File: config.mk
export PLATFORM = sky130hd
export DESIGN_NAME = aabb_mul
export DESIGN_NICKNAME = d
export VERILOG_FILES = /design/src/rtl/aabb_pkg.sv /design/src/rtl/aabb_mul.sv
export SDC_FILE = /design/constraint.sdc
export NUM_CORES = 2
export LEC_CHECK = 0
export ABC_CLOCK_PERIOD_IN_PS = 31400
export BUFFER_PORTS_ARGS = -buffer_cell sky130_fd_sc_hd__buf_4
export CORE_MARGIN = 10
export CORE_UTILIZATION = 55
export DETAILED_ROUTE_END_ITERATION = 6
export GPL_TIMING_DRIVEN = 1
export PLACE_DENSITY = 0.73
export SYNTH_ARGS = -nofsm -noshare
export SYNTH_HDL_FRONTEND = slang
export SYNTH_SLANG_ARGS = --single-unit
File: constraint.sdc
create_clock -name clk_i -period 31.4 [get_ports clk_i]
set_input_delay 3.14 -clock clk_i [delete_from_list [all_inputs] [get_ports clk_i]]
set_output_delay 3.14 -clock clk_i [all_outputs]
set_load 0.01 [all_outputs]
File: src/rtl/aabb_pkg.sv
// ----------------------------------------------------------------------------
// aabb_pkg: shared types and constants for the ray/segment tree query block
// Sizes, codes, queue item layout and multiplier interface types.
// ----------------------------------------------------------------------------
package aabb_pkg;

  localparam int unsigned COORD_W     = 32;
  localparam int unsigned IDX_W       = 14;
  localparam int unsigned FRAC_W      = 17;
  localparam int unsigned MODE_W      = 2;

  localparam int unsigned MAX_NODES   = 16384;
  localparam int unsigned MAX_LINES   = 8192;
  localparam int unsigned STACK_DEPTH = 32;
  localparam int unsigned NODE_AW     = $clog2(MAX_NODES);
  localparam int unsigned LINE_AW     = $clog2(MAX_LINES);
  localparam int unsigned STK_AW      = $clog2(STACK_DEPTH);
  localparam int unsigned SP_W        = $clog2(STACK_DEPTH + 1);
  localparam int unsigned VISIT_LIMIT = 4 * MAX_NODES;
  localparam int unsigned VIS_W       = $clog2(VISIT_LIMIT + 1);

  localparam int unsigned NODE_DW     = 4 * COORD_W + 3 * IDX_W;
  localparam int unsigned SEG_DW      = 4 * COORD_W;

  localparam int unsigned OPW         = 35;
  localparam int unsigned HALF_W      = 18;
  localparam int unsigned PW          = 72;
  localparam int unsigned REM_W       = PW + 1;
  localparam int unsigned Q_W         = 16;
  localparam int unsigned QCNT_W      = $clog2(Q_W);
  localparam int unsigned NPROD       = 6;
  localparam int unsigned PIDX_W      = $clog2(NPROD);

  localparam int unsigned QD          = 2;
  localparam int unsigned QPTR_W      = $clog2(QD);
  localparam int unsigned QFILL_W     = $clog2(QD + 1);

  localparam logic [FRAC_W-1:0] NO_HIT = FRAC_W'(1 << Q_W);
  localparam logic [IDX_W-1:0]  NO_LINE = '1;

  typedef enum logic [MODE_W-1:0] {
    MODE_NODE  = 2'd0,
    MODE_SEG   = 2'd1,
    MODE_QUERY = 2'd2,
    MODE_NONE  = 2'd3
  } mode_e;

  typedef enum logic [1:0] {
    KIND_NODE,
    KIND_SEG,
    KIND_QUERY,
    KIND_SHORT
  } kind_e;

  typedef struct packed {
    kind_e                      kind;
    logic [IDX_W-1:0]           slot;
    logic signed [COORD_W-1:0]  a_x;
    logic signed [COORD_W-1:0]  a_y;
    logic signed [COORD_W-1:0]  b_x;
    logic signed [COORD_W-1:0]  b_y;
    logic [IDX_W-1:0]           left_child;
    logic [IDX_W-1:0]           right_child;
    logic signed [IDX_W-1:0]    leaf_line;
    logic signed [COORD_W:0]    w_x;
    logic signed [COORD_W:0]    w_y;
  } item_t;

  typedef struct packed {
    logic                  start;
    logic signed [OPW-1:0] a;
    logic signed [OPW-1:0] b;
  } mul_req_t;

  typedef struct packed {
    logic                 done;
    logic signed [PW-1:0] p;
  } mul_rsp_t;

  typedef enum logic [1:0] {
    MUL_IDLE,
    MUL_LO,
    MUL_HI,
    MUL_SIGN
  } mul_state_e;

  typedef enum logic [3:0] {
    BK_IDLE,
    BK_NODE_RD,
    BK_BOX_AXIS,
    BK_BOX_CMP,
    BK_BOX_MUL,
    BK_BOX_DEC,
    BK_SEG_PREP,
    BK_SEG_MUL,
    BK_SEG_SUB,
    BK_SEG_CHK,
    BK_DIV,
    BK_POP,
    BK_RESULT
  } back_state_e;

endpackage

File: src/rtl/aabb_mul.sv
// ----------------------------------------------------------------------------
// aabb_mul: shared signed multiplier
// Multiplies two signed operands in two partial-product passes, then signs.
// ----------------------------------------------------------------------------
module aabb_mul (
  input  logic              clk_i,
  input  logic              rst_ni,
  input  aabb_pkg::mul_req_t req_i,
  output aabb_pkg::mul_rsp_t rsp_o
);
  import aabb_pkg::*;

  mul_state_e               state_q, state_d;
  logic [OPW-1:0]           amag_q;
  logic [2*HALF_W-1:0]      bmag_q;
  logic                     neg_q;
  logic [PW-1:0]            acc_q;
  logic [HALF_W-1:0]        chunk;
  logic [OPW+HALF_W-1:0]    part;
  logic signed [OPW-1:0]    a_neg, b_neg;

  assign a_neg = -req_i.a;
  assign b_neg = -req_i.b;
  assign chunk = (state_q == MUL_HI) ? bmag_q[2*HALF_W-1:HALF_W] : bmag_q[HALF_W-1:0];
  assign part  = amag_q * chunk;

  always_comb begin
    state_d = state_q;
    unique case (state_q)
      MUL_IDLE: if (req_i.start) state_d = MUL_LO;
      MUL_LO:   state_d = MUL_HI;
      MUL_HI:   state_d = MUL_SIGN;
      MUL_SIGN: state_d = MUL_IDLE;
      default:  state_d = MUL_IDLE;
    endcase
  end

  always_comb begin
    rsp_o.done = (state_q == MUL_SIGN);
    rsp_o.p    = neg_q ? -$signed(acc_q) : $signed(acc_q);
  end

  always_ff @(posedge clk_i or negedge rst_ni) begin
    if (!rst_ni) begin
      state_q <= MUL_IDLE;
    end else begin
      state_q <= state_d;
    end
  end

  always_ff @(posedge clk_i) begin
    case (state_q)
      MUL_IDLE: begin
        if (req_i.start) begin
          amag_q <= req_i.a[OPW-1] ? $unsigned(a_neg) : $unsigned(req_i.a);
          bmag_q <= (2*HALF_W)'(req_i.b[OPW-1] ? $unsigned(b_neg) : $unsigned(req_i.b));
          neg_q  <= req_i.a[OPW-1] ^ req_i.b[OPW-1];
        end
      end
      MUL_LO:  acc_q <= PW'(part);
      MUL_HI:  acc_q <= acc_q + (PW'(part) << HALF_W);
      default: ;
    endcase
  end

endmodule

==> impl_metrics.toml <==
[grt]
grt_overflow = 0
grt_pass1_vias = 25322
grt_antenna_before_repair = 1
grt_pass1_wl_mm = 139
use_met2_pct = 43.8
grt.busiest_layer = "met2"
grt_usage_pct = 26.5
met1_usage_pct = 33.2
use_met3_pct = 4.76
grt_max_degree = 73

[finish]
syn2layout_area_growth_pct = 6.81
seq_area_sq_um = 4340
final_nets = 4330
n_fill_cell = 5072
layout_common_cells = "683 x inv_1, 590 x nand2_1, 529 x fa_1, 193 x and2_1, 190 x xnor2_1"
mostFrequentLayoutCell = "inv_1"
multi_input_area_sq_um = 23500
drive_gt1_share_pct = 7.46

[critical_path]
worstPathArrival_ns = 11.67
cp.required_ns = 31.65
cp_max_fo = 42
crit_path_end_kind = "register"
crit_start = "state_q[0]$_DFFE_PN0P_"
slowest_delay_ns = 0.89
critical_path_class = "register to register"
r2r_slack_ns = 19.98
critPathSlowestCell = "a2111oi_0"
r2r-start = "state_q[0]$_DFFE_PN0P_"
reg2reg_depth = 33
cp-start-kind = "register"
rr_endpoint = "acc_q[69]$_SDFFCE_PN0P_"

[yosys]
synth_nets = 4321
ys_seq_area_share_pct = 14.0
async_reset_ff_share_pct = 1.38
yosys_warnings = 0
syn_area_per_cell_sq_um = 8.80
ys_seq_elements = 145
syn_area_sq_um = 31100
synthFlopType = "edfxtp_1"
yosysTopAreaCell = "fa_1"
synth_cell_types = 70
synth-edff-count = 143
synth.area.top_cells = "fa_1 34%, edfxtp_1 14%, inv_1 8.3%"
synth_top_area_share_pct = 34.1
synthCells = 3530

[routing]
firstDrtPassIters = 6
wl_per_cell_um = 20.1
ant_nets = 0
initialDrtViolationCount = 1684
drt-total-wl_mm = 86.8
vias = 24579
viasPerCell = 5.70
drc = 0

[die]
start_util_pct = 55.3
dieWidth_um = 258
die_area_sq_um = 66400
num_rows = 87
io_pins = 146
core_area_sq_um = 56200
die_height_um = 258

[clock_tree]
cts_hold_buf = 0
cts_setup_buffers = 0
htree_levels = 4
cts_tree = "yes"
numCtsBuffers = 17
clk_pin_slew_ns = 0.07
cts.sink_count = 145
cts_root_buf = "clkbuf_16"
cts_buffer_depth = 2
worstSkewPairLatency_ns = 0.51
cts_resized = 0

[timing]
fin_skew_ns = 0.0260
min_period_ns = 11.42
finalCritPeriodShare_pct = 36.4
setup_viol = 0
fin_tns_setup_ns = 0
tightest_slew_ns = 1.01
fmax_mhz = 87.5
maxSlewHeadroom_pct = 30.7
slew_viol_final = 0
grt_setup_unrepaired = "no"
hold_viol_final = 0

[hold_path]
min_path_type = "register to register"
hold_depth = 1
hold_path_end = "state_q[1]$_DFFE_PN0P_"
hp-start = "state_q[1]$_DFFE_PN0P_"

[placed_design]
place.gp.congestion = 0.985
hpwl_mm = 67.0
port_buffers = 145

[status]
outcome = "complete, no violations"

[flow_run]
maxCapViolations = 0
-- cell families (layout without fill, tap and decap cells) --
logic type / Yosys count / after routing / share of synthesized area (%)
AOI/OAI and AO/OA: 459 / 459 / 9.46
xor gates and xnor gates: 225 / 225 / 6.35
adders and majority gates: 718 / 718 / 41.7
buffers and inverters: 861 / 883 / 10.5
DFF: 145 / 145 / 14.0
muxes: 43 / 43 / 1.55
other: 0 / 1 / 0
and+or+nand+nor: 1079 / 1079 / 16.5
-- sequential cells by signal (all words and copies together) (netlist names) --
signal	count
amag_q	35
state_q	2
acc_q	72
bmag_q	35
neg_q	1
-- worst max-delay path: cells and delay by family (launching register included) --
family / cells / cell delay, ns
flip-flops: 1 / 0.40
multiplexers: 1 / 0.85
buffers and inverters: 7 / 0.85
adder cells (fa/ha/maj): 9 / 4.13
XOR/XNOR: 2 / 0.35
AND/OR/NAND/NOR: 10 / 2.37
AO/OA/AOI/OAI: 4 / 2.10
-- worst max-delay path by stage --
stage                                    to  cells past startpoint
CTS                 acc_q[69]$_SDFFCE_PN0P_                     33
finish              acc_q[69]$_SDFFCE_PN0P_                     33
detailed placement  acc_q[69]$_SDFFCE_PN0P_                     33
global placement    acc_q[69]$_SDFFCE_PN0P_                     33
floorplan           acc_q[69]$_SDFFCE_PN0P_                     36
global route        acc_q[69]$_SDFFCE_PN0P_                     33
-- through the flow --
stage               area (sq um)  instances  setup slack, ns  hold slack, ns  util (%)
detailed placement         32600       4276            20.09           0.576      58.0
finish                     33200       4309            19.98           0.591      59.1
CTS                        33200       4308            20.05           0.593      59.0
floorplan                  31100       3530            21.34           0.533         -
global route               33200       4308            19.26           0.613      59.0
global placement           32600       4276            20.37           0.572      58.0
-- final cells by class --
type                            instances  share of cell area [%]
Antenna cell                            1                 0.00754
Clock buffer                           18                    1.29
Clock inverter                         14                   0.460
Inverter                              684                    7.74
Multi-Input combinational cell       2524                    70.8
Sequential cell                       145                    13.1
Tap cell                              756                    2.85
Timing Repair Buffer                  167                    3.78
-- routing by layer --
metal | routed length, um | up-vias
met5 | 0 | -
met1 | 34200 | 12311
met2 | 41900 | 952
met4 | 4300 | 0
li1 | - | 11084
met3 | 6410 | 232
-- synthesized netlist by cell type, types with 11 or more instances --
| cell | number |
|---|---|
| or4_1 | 16 |
| inv_1 | 683 |
| nor2_1 | 79 |
| nor3_1 | 21 |
| xor2_1 | 35 |
| a21o_1 | 60 |
| o41ai_1 | 16 |
| nor4_1 | 11 |
| mux2_2 | 41 |
| or3_1 | 32 |
| nand4_1 | 36 |
| xnor2_1 | 190 |
| a31oi_1 | 15 |
| a211oi_1 | 15 |
| and2_1 | 194 |
| fa_1 | 529 |
| buf_1 | 23 |
| nor2b_1 | 14 |
| o31ai_1 | 53 |
| ha_1 | 189 |
| nand3_1 | 26 |
| edfxtp_1 | 143 |
| o21ai_0 | 114 |
| nand2b_1 | 18 |
| a21oi_1 | 118 |
| o21bai_1 | 15 |
| clkbuf_1 | 151 |
| nand2_1 | 590 |
Power is left out: the tool's default activity adds up to more than one toggle a clock period on the data nets, which glitch-free logic cannot reach.
