File: config.mk
export PLATFORM = sky130hd
export DESIGN_NAME = aabb_ram
export DESIGN_NICKNAME = d
export VERILOG_FILES = /design/src/rtl/aabb_ram.sv
export SDC_FILE = /design/constraint.sdc
export NUM_CORES = 1
export LEC_CHECK = 0
export ABC_CLOCK_PERIOD_IN_PS = 3500
export BUFFER_PORTS_ARGS = -buffer_cell sky130_fd_sc_hd__buf_2
export CAP_MARGIN = 20
export CORE_ASPECT_RATIO = 1.2
export CORE_UTILIZATION = 60
export CTS_BUF_LIST = sky130_fd_sc_hd__clkbuf_8
export DETAILED_ROUTE_END_ITERATION = 12
export PLACE_DENSITY_LB_ADDON = 0.25
export SLEW_MARGIN = 20
export SYNTH_ARGS = -nofsm -noshare
export SYNTH_HDL_FRONTEND = slang
export SYNTH_SLANG_ARGS = --single-unit
File: constraint.sdc
create_clock -name clk_i -period 3.5 [get_ports clk_i]
set_clock_uncertainty 0.1 [all_clocks]
set_input_delay 0 -clock clk_i [delete_from_list [all_inputs] [get_ports clk_i]]
set_output_delay 0 -clock clk_i [all_outputs]
set_load 0.02 [all_outputs]
File: src/rtl/aabb_ram.sv
// ----------------------------------------------------------------------------
// aabb_ram: generic simple dual-port RAM
// One write port and one read port with a registered, enabled read.
// ----------------------------------------------------------------------------
module aabb_ram #(
  parameter int unsigned WIDTH = 8,
  parameter int unsigned DEPTH = 16
) (
  input  logic                     clk_i,
  input  logic                     we_i,
  input  logic [$clog2(DEPTH)-1:0] waddr_i,
  input  logic [WIDTH-1:0]         wdata_i,
  input  logic                     re_i,
  input  logic [$clog2(DEPTH)-1:0] raddr_i,
  output logic [WIDTH-1:0]         rdata_o
);

  logic [WIDTH-1:0] mem_q [DEPTH];
  logic [WIDTH-1:0] rdata_q;

  always_ff @(posedge clk_i) begin
    if (we_i) begin
      mem_q[waddr_i] <= wdata_i;
    end
    if (re_i) begin
      rdata_q <= mem_q[raddr_i];
    end
  end

  assign rdata_o = rdata_q;

endmodule

==> flow_summary_export.csv, run 1 <==
group,metric,value,unit
status,status,"completed",
clock_tree,cts_buffers,17,
cells_and_area,multi_input_area,1060,µm²
critical_path,crit_type,"primary input to register",
route,firstDrtPassIters,4,
cells_and_area,diodes,0,
route,post_drt_wl_per_cell,22.0,µm
power,p_seq_share,60.7,%
clock_tree,cts-root-buf,"clkbuf_8",
cells_and_area,drive_above_1_share,24.2,%
timing,slew_headroom,32.8,%
route,drc_errors,0,
yosys,avgSynthCellArea,22.8,µm²
power,power.internal,2430,µW
clock_tree,clkTransAtPathRegs,0.07,ns
critical_path,cp.arrival,1.83,ns
placement,dp_hpwl,5800,µm
clock_tree,cts.sinks,136,
clock_tree,clock_path_buffers,2,
yosys,synthCells,229,
global_routing,grt_first_pass_wirelength,14000,µm
global_routing,gr-total-overflow,0,
cells_and_area,register_area,4080,µm²
cells_and_area,finalNetCount,298,
die,dieWidth,87.2,µm
global_routing,antenna_found_initial,0,
yosys,synth_seq_cells,136,
yosys,ys_warn_count,0,
placement,port_buffers,26,
cells_and_area,fill_cells,548,
power,p_switching,607,µW
power,powerDensity,517,nW/µm²
yosys,synth_common_cells,"136 x edfxtp_1, 18 x mux4_2, 16 x a22oi_1",
die,die_area,9090,µm²
yosys,synth_fp_nets,248,
timing,drv_slew,0,
yosys,ys_seq_area_share,78.1,%
yosys,synth_ff_type,"edfxtp_1",
power,clkPwrFrac,33.6,%
placement,routabilityCongestion,0.705,
route,ant_nets,0,
yosys,async_reset_ff_share,0,%
cells_and_area,finish.utilization,70.8,%
timing,rsz0062_at_grt,"false",
yosys,netlist_top_cells_area,"edfxtp_1 78%, mux4_2 7.8%, mux4_1 7.0%, a22oi_1 2.3%, nor2_1 0.93%",
clock_tree,clk_latency,0.42,ns
power,swShare,20.0,%
yosys,synth.most_common_cell,"edfxtp_1",
die,fp.dieH,104,µm
route,routed_wl,8870,µm
placement,post-place-cells,363,
timing,tns,0,ns
timing,hold_violations,0,
timing,worst-slew-pin-transition,1.00,ns
clock_tree,cts_tree,"done",
global_routing,grt_pass1_vias,2521,
timing,hold-worst-slack,0.0646,ns
yosys,ys_types,18,
timing,setup_viol,0,
yosys,synth_top_area_share,78.1,%
power,vdd_drop_max,0.358,mV
yosys,yosys.area.top_type,"edfxtp_1",
flow_run,drv_cap,0,
cells_and_area,fin_cells,403,
route,first_iter_violations,247,
die,core.rowCount,36,
clock_tree,postCtsSetupRepairBufs,0,
yosys,syn_area,5230,µm²
global_routing,grt_max_degree,33,
die,io_pins,27,
route,vias,2409,
timing,fin_crit,1.87,ns
timing,fin_crit_sh,53.3,%
power,p_leak,0.00195,µW
yosys,synth_edf_count,136,
route,viasPerCell,5.98,
clock_tree,cts_max_level,4,
critical_path,required,3.46,ns
power,power_frac_comb,5.6,%
timing,max_clock_freq,536,MHz
cells_and_area,area_growth,12.2,%
global_routing,grtUsageTotal,22.1,%
critical_path,startpoint_type,"primary input",
die,start_util,63.1,%
critical_path,crit_path_end_kind,"register",
min_path,hold_path.class,"primary input to register",
die,coreArea,8290,µm²
critical_path,worstPathMaxFanout,8,
repair_timing:
| action | CTS | global route |
|---|---|---|
| hold buffers | 11 | 0 |
| endpoints found under the hold margin | 144 | 0 |
| resized for setup | 0 | 0 |
| setup endpoints to repair | 0 | 0 |
routing by layer:
metal  global-route usage, %  vias to the layer above  share of wire [%]
met5                       0                        -                  0
met4                    6.67                        0                1.5
met3                    8.02                       12                5.4
met2                    35.1                       86                 52
met1                    29.1                     1237                 41
li1                        -                     1074                  -
placed cells by master (no fill, tap or decap):
cell type	instances
a22oi_1	16
and2_1	1
and2b_1	1
buf_2	26
buf_4	4
bufinv_16	1
clkbuf_8	17
clkinv_1	5
clkinv_2	2
dlygate4sd3_1	11
edfxtp_1	136
inv_1	4
mux4_1	14
mux4_2	18
nand2_1	9
nand2b_1	2
nand3_1	1
nand3b_1	2
nor2_1	13
nor2b_1	1
nor3_1	3
nor3_2	1
or3b_2	1
worst paths after layout:
kind              slack, ns    startpoint  cells after the start           end
hold reg to reg        0.64  mem_q[14][2]                      3    rdata_o[2]
setup / recovery       1.63    waddr_i[1]                      4  mem_q[12][7]
setup reg to reg       1.93   mem_q[1][0]                      3    rdata_o[0]
hold / removal         0.06    waddr_i[0]                      3   mem_q[0][1]
through the flow:
step / power (µW) / setup slack (ns) / cell area [µm²]
2_1_floorplan: 1980 / 1.91 / 5230
3_3_place_gp: 2040 / 1.33 / 5450
3_5_place_dp: 2040 / 1.33 / 5450
4_1_cts: 3060 / 1.64 / 5870
5_1_grt: 3130 / 1.62 / 5870
6_report: 3040 / 1.63 / 5870
sequential cells by signal, summed over array words and instances (netlist names):
| name | flops |
|---|---|
| rdata_o | 8 |
| mem_q | 128 |
critical path, cell delays in order:
cell,delay [ns]
dlygate4sd3_1,0.53
buf_2,0.17
nor3_2,0.20
dlygate4sd3_1,0.91
final cells by class:
type	count	share of cell area, %
well taps	114	2.43
flip-flops and latches	136	69.6
multi-input cells	83	18.1
clock buffers	17	3.99
clock inverters	12	1.26
repair buffers	41	4.61
power by group through the flow:
stage                     combinational [µW]  clock, µW  sequential, µW
after floorplan                         92.6          0            1890
after global placement                   158          0            1880
after detailed placement                 163          0            1880
after CTS                                172       1040            1840
after global routing                     185       1100            1850
final                                    171       1020            1840
logic make-up (layout without fill, tap and decap cells):
group           Yosys count  count (layout)  synth area share [%]
buf+inv                  10              70                  1.65
compound gates           16              16                  2.30
mux                      32              32                  14.8
simple gates             35              35                  3.14
flops                   136             136                  78.1
Power figures use the tool's default switching activity.
==> run 2: changes to the inputs <==
--- a/config.mk
+++ b/config.mk
@@ -5,11 +5,12 @@
 export SDC_FILE = /design/constraint.sdc
 export NUM_CORES = 1
 export LEC_CHECK = 0
-export ABC_CLOCK_PERIOD_IN_PS = 3500
+export ABC_AREA = 1
+export ABC_CLOCK_PERIOD_IN_PS = 1700
 export BUFFER_PORTS_ARGS = -buffer_cell sky130_fd_sc_hd__buf_2
 export CAP_MARGIN = 20
 export CORE_ASPECT_RATIO = 1.2
-export CORE_UTILIZATION = 60
+export CORE_UTILIZATION = 57
 export CTS_BUF_LIST = sky130_fd_sc_hd__clkbuf_8
 export DETAILED_ROUTE_END_ITERATION = 12
 export PLACE_DENSITY_LB_ADDON = 0.25
==> constraint.sdc (replaced) <==
create_clock -name clk_i -period 1.7 [get_ports clk_i]
set_clock_uncertainty 0.1 [all_clocks]
set_input_delay 0 -clock clk_i [delete_from_list [all_inputs] [get_ports clk_i]]
set_output_delay 0 -clock clk_i [all_outputs]
set_load 0.02 [all_outputs]
==> run 2 against run 1 <==
Final area increased by 12%. Total power increased by 120%. Flip-flop and latch count unchanged. First-iteration DRC count increased by 49%. Die area increased by 17%. Cell count increased by 85%. Non-clock buffer count increased by 18. Register-to-register slack got worse by 1.5 ns. Synthesized cell count increased by 140%. Worst hold slack improved by 0.0091 ns. Sequential share of layout area decreased by 7.7 points. Critical path depth increased by 3. Largest cell class unchanged. Highest routed layer unchanged.
==> flow_summary_export.csv, run 2 <==
group,metric,value,unit
cells_and_area,diodes,0,
yosys,ys_seq_area_share,69.8,%
timing,worst_slack,0.418,ns
critical_path,cp.arrival,1.39,ns
clock_tree,cts.sinks,136,
timing,hold-worst-slack,0.0737,ns
yosys,synth_ff_type,"edfxtp_1",
cells_and_area,regMostFlops,"mem_q",
cells_and_area,largest_reg_flops,128,
yosys,netlist_top_cells_area,"edfxtp_1 70%, nand2_1 11%, nand3_1 8.3%, inv_1 6.4%, buf_6 1.2%",
status,status,"completed",
cells_and_area,fin_cells,744,
yosys,synth_compound_area_share,0,%
yosys,synth_top_area_share,69.8,%
yosys,syn_area,5850,µm²
min_path,hold_path.class,"primary input to register",
critical_path,cpMaxStageDelayCell,"dlygate4sd3_1",
route,first_iter_violations,369,
global_routing,grtUsageTotal,26.6,%
route,met3WireLength,827,µm
power,clkPwrFrac,34.5,%
clock_tree,cts-root-buf,"clkbuf_8",
power,p_switching,1520,µW
yosys,synth_seq_cells,136,
cells_and_area,final_cell_mix,"173 x nand2_1, 136 x edfxtp_1, 104 x inv_1",
yosys,yosys.area_share.xor_xnor,0,%
die,core.rowCount,40,
timing,hold_violations,0,
clock_tree,clk_latency,0.45,ns
power,power_frac_comb,7.5,%
die,coreArea,10000,µm²
placement,dp_slack,0.353,ns
timing,drv_slew,0,
route,wl_met2,6080,µm
flow_run,drv_cap,0,
global_routing,grt_max_degree,65,
placement,dp_hpwl,7730,µm
route,drc_errors,0,
clock_tree,cts_buffers,17,
yosys,synthAdderAreaFrac,0,%
die,io_pins,27,
clock_tree,cts_tree,"done",
power,swShare,23.2,%
cells_and_area,drive_above_1_share,12.1,%
critical_path,crit_top_cell,"nand3_1",
yosys,synth.most_common_cell,"nand2_1",
placement,port_buffers,26,
clock_tree,postCtsSetupRepairBufs,0,
clock_tree,clock_path_buffers,2,
critical_path,rr_startpoint,"mem_q[3][7]",
critical_path,worstRegToRegCells,6,
power,power.internal,5030,µW
route,routed.top_layer,"met4",
critical_path,required,1.81,ns
critical_path,rrSetupSlack,0.44,ns
yosys,synth_common_cells,"173 x nand2_1, 136 x edfxtp_1, 100 x inv_1",
critical_path,r2r_end,"rdata_o[7]",
route,vias,3884,
power,vdd_drop_max,0.617,mV
route,viasPerCell,5.22,
timing,max_clock_freq,780,MHz
yosys,synth_edf_count,136,
global_routing,grt_first_pass_wirelength,20000,µm
yosys,synth_fp_nets,570,
global_routing,grt_pass1_vias,3832,
critical_path,worstPathMaxFanout,16,
clock_tree,cts_max_level,4,
yosys,synth.area.mux_share,0,%
placement,post-place-cells,701,
timing,fin_crit_sh,75.4,%
route,firstDrtPassIters,5,
die,die_area,10700,µm²
timing,setup_viol,0,
min_path,worstHoldEndpoint,"mem_q[3][7]",
power,p_leak,0.00289,µW
yosys,avgSynthCellArea,10.6,µm²
critical_path,worstPathCellList,"dlygate4sd3_1, buf_2, inv_1, buf_4, nand3_1, nand3_1, nand2_1",
yosys,ys_types,11,
timing,worst-slew-pin-transition,0.617,ns
global_routing,antenna_found_initial,0,
cells_and_area,final_common_cell,"nand2_1",
die,dieWidth,94.5,µm
yosys,ys_warn_count,0,
route,routed_wl,12500,µm
yosys,yosys.area_share.simple,20.8,%
critical_path,crit_type,"primary input to register",
critical_path,crit_path_end_kind,"register",
min_path,min_delay_path_depth,4,
critical_path,startpoint_type,"primary input",
critical_path,slowest_delay,0.53,ns
die,fp.dieH,113,µm
yosys,synth_top_family_by_area,"simple AND/OR/NAND/NOR gates",
cells_and_area,finalNetCount,624,
clock_tree,clkTransAtPathRegs,0.08,ns
route,ant_nets,0,
cells_and_area,area_growth,12.9,%
timing,slew_headroom,58.8,%
yosys,async_reset_ff_share,0,%
power,p_seq_share,58.0,%
yosys,synthCells,551,
placement,routabilityCongestion,0.832,
power,powerDensity,991,nW/µm²
yosys,yosys.area.top_type,"edfxtp_1",
route,post_drt_wl_per_cell,16.9,µm
global_routing,gr-total-overflow,0,
timing,rsz0062_at_grt,"false",
timing,tns,0,ns
die,start_util,58.4,%
route,wl_met1,5300,µm
timing,fin_crit,1.28,ns
min_path,hold_start,"we_i",
[run 2: cell count changes after synthesis, sizes merged, moves of 16 or more]
cell	before	now
nand3	1	97
mux4	32	0
a22oi	16	0
inv	0	102
nand2	9	173
buf	7	24
[run 2: per-stage QoR]
step	cell area (µm²)	util, %	total power [µW]
finish	6600	65.9	6540
global route	6600	65.9	6750
CTS	6600	65.9	6570
detailed placement	6160	61.5	4340
global placement	6160	61.5	4320
floorplan	5850	-	4150
[run 2: worst max path at each step]
| stage | start | to | slack, ns | depth (start not counted) |
|---|---|---|---|---|
| after CTS | mem_q[9][5] | rdata_o[5] | 0.44 | 6 |
| after global placement | raddr_i[0] | rdata_o[6] | 0.38 | 8 |
| after floorplan | waddr_i[2] | mem_q[10][0] | 0.65 | 2 |
| final | raddr_i[2] | rdata_o[7] | 0.42 | 7 |
| after global routing | mem_q[9][4] | rdata_o[4] | 0.36 | 6 |
| after detailed placement | raddr_i[0] | rdata_o[6] | 0.35 | 8 |
[run 2: cells by family (layout without fill, tap and decap cells)]
kind of cell	Yosys count	after routing
AND/OR/NAND/NOR	289	289
buffers and inverters	126	193
flip-flops	136	136
[run 2: cell type report]
cell class | count | area [µm²]
clock buffer | 17 | 234
timing repair buffer | 59 | 430
clock inverter | 15 | 97.6
inverter | 102 | 383
tap | 126 | 158
fill | 794 | 3410
sequential | 136 | 4080
multi-input combinational | 289 | 1210
[run 2: power by group through the flow]
stage / Sequential [µW] / Clock (µW) / Combinational, µW
floorplan: 3890 / 0 / 265
global placement: 3870 / 0 / 454
detailed placement: 3870 / 0 / 468
CTS: 3800 / 2290 / 488
global route: 3800 / 2410 / 543
finish: 3800 / 2260 / 488
[run 2: worst max-delay path: cells and delay by family]
kind / cells / cell delay (ns)
buffers and inverters: 4 / 0.99
and+or+nand+nor: 3 / 0.40
[run 2: repair_timing]
item | in CTS | in global routing
hold buffers | 11 | 0
endpoints found under the setup margin | 0 | 0
hold endpoints to repair | 144 | 0
resized for setup | 0 | 0
[run 2: layer usage]
| metal | up-vias | global-route usage, % |
|---|---|---|
| met5 | - | 0 |
| met3 | 32 | 4.84 |
| met2 | 153 | 40.6 |
| li1 | 1886 | - |
| met4 | 0 | 14.3 |
| met1 | 1813 | 36.3 |
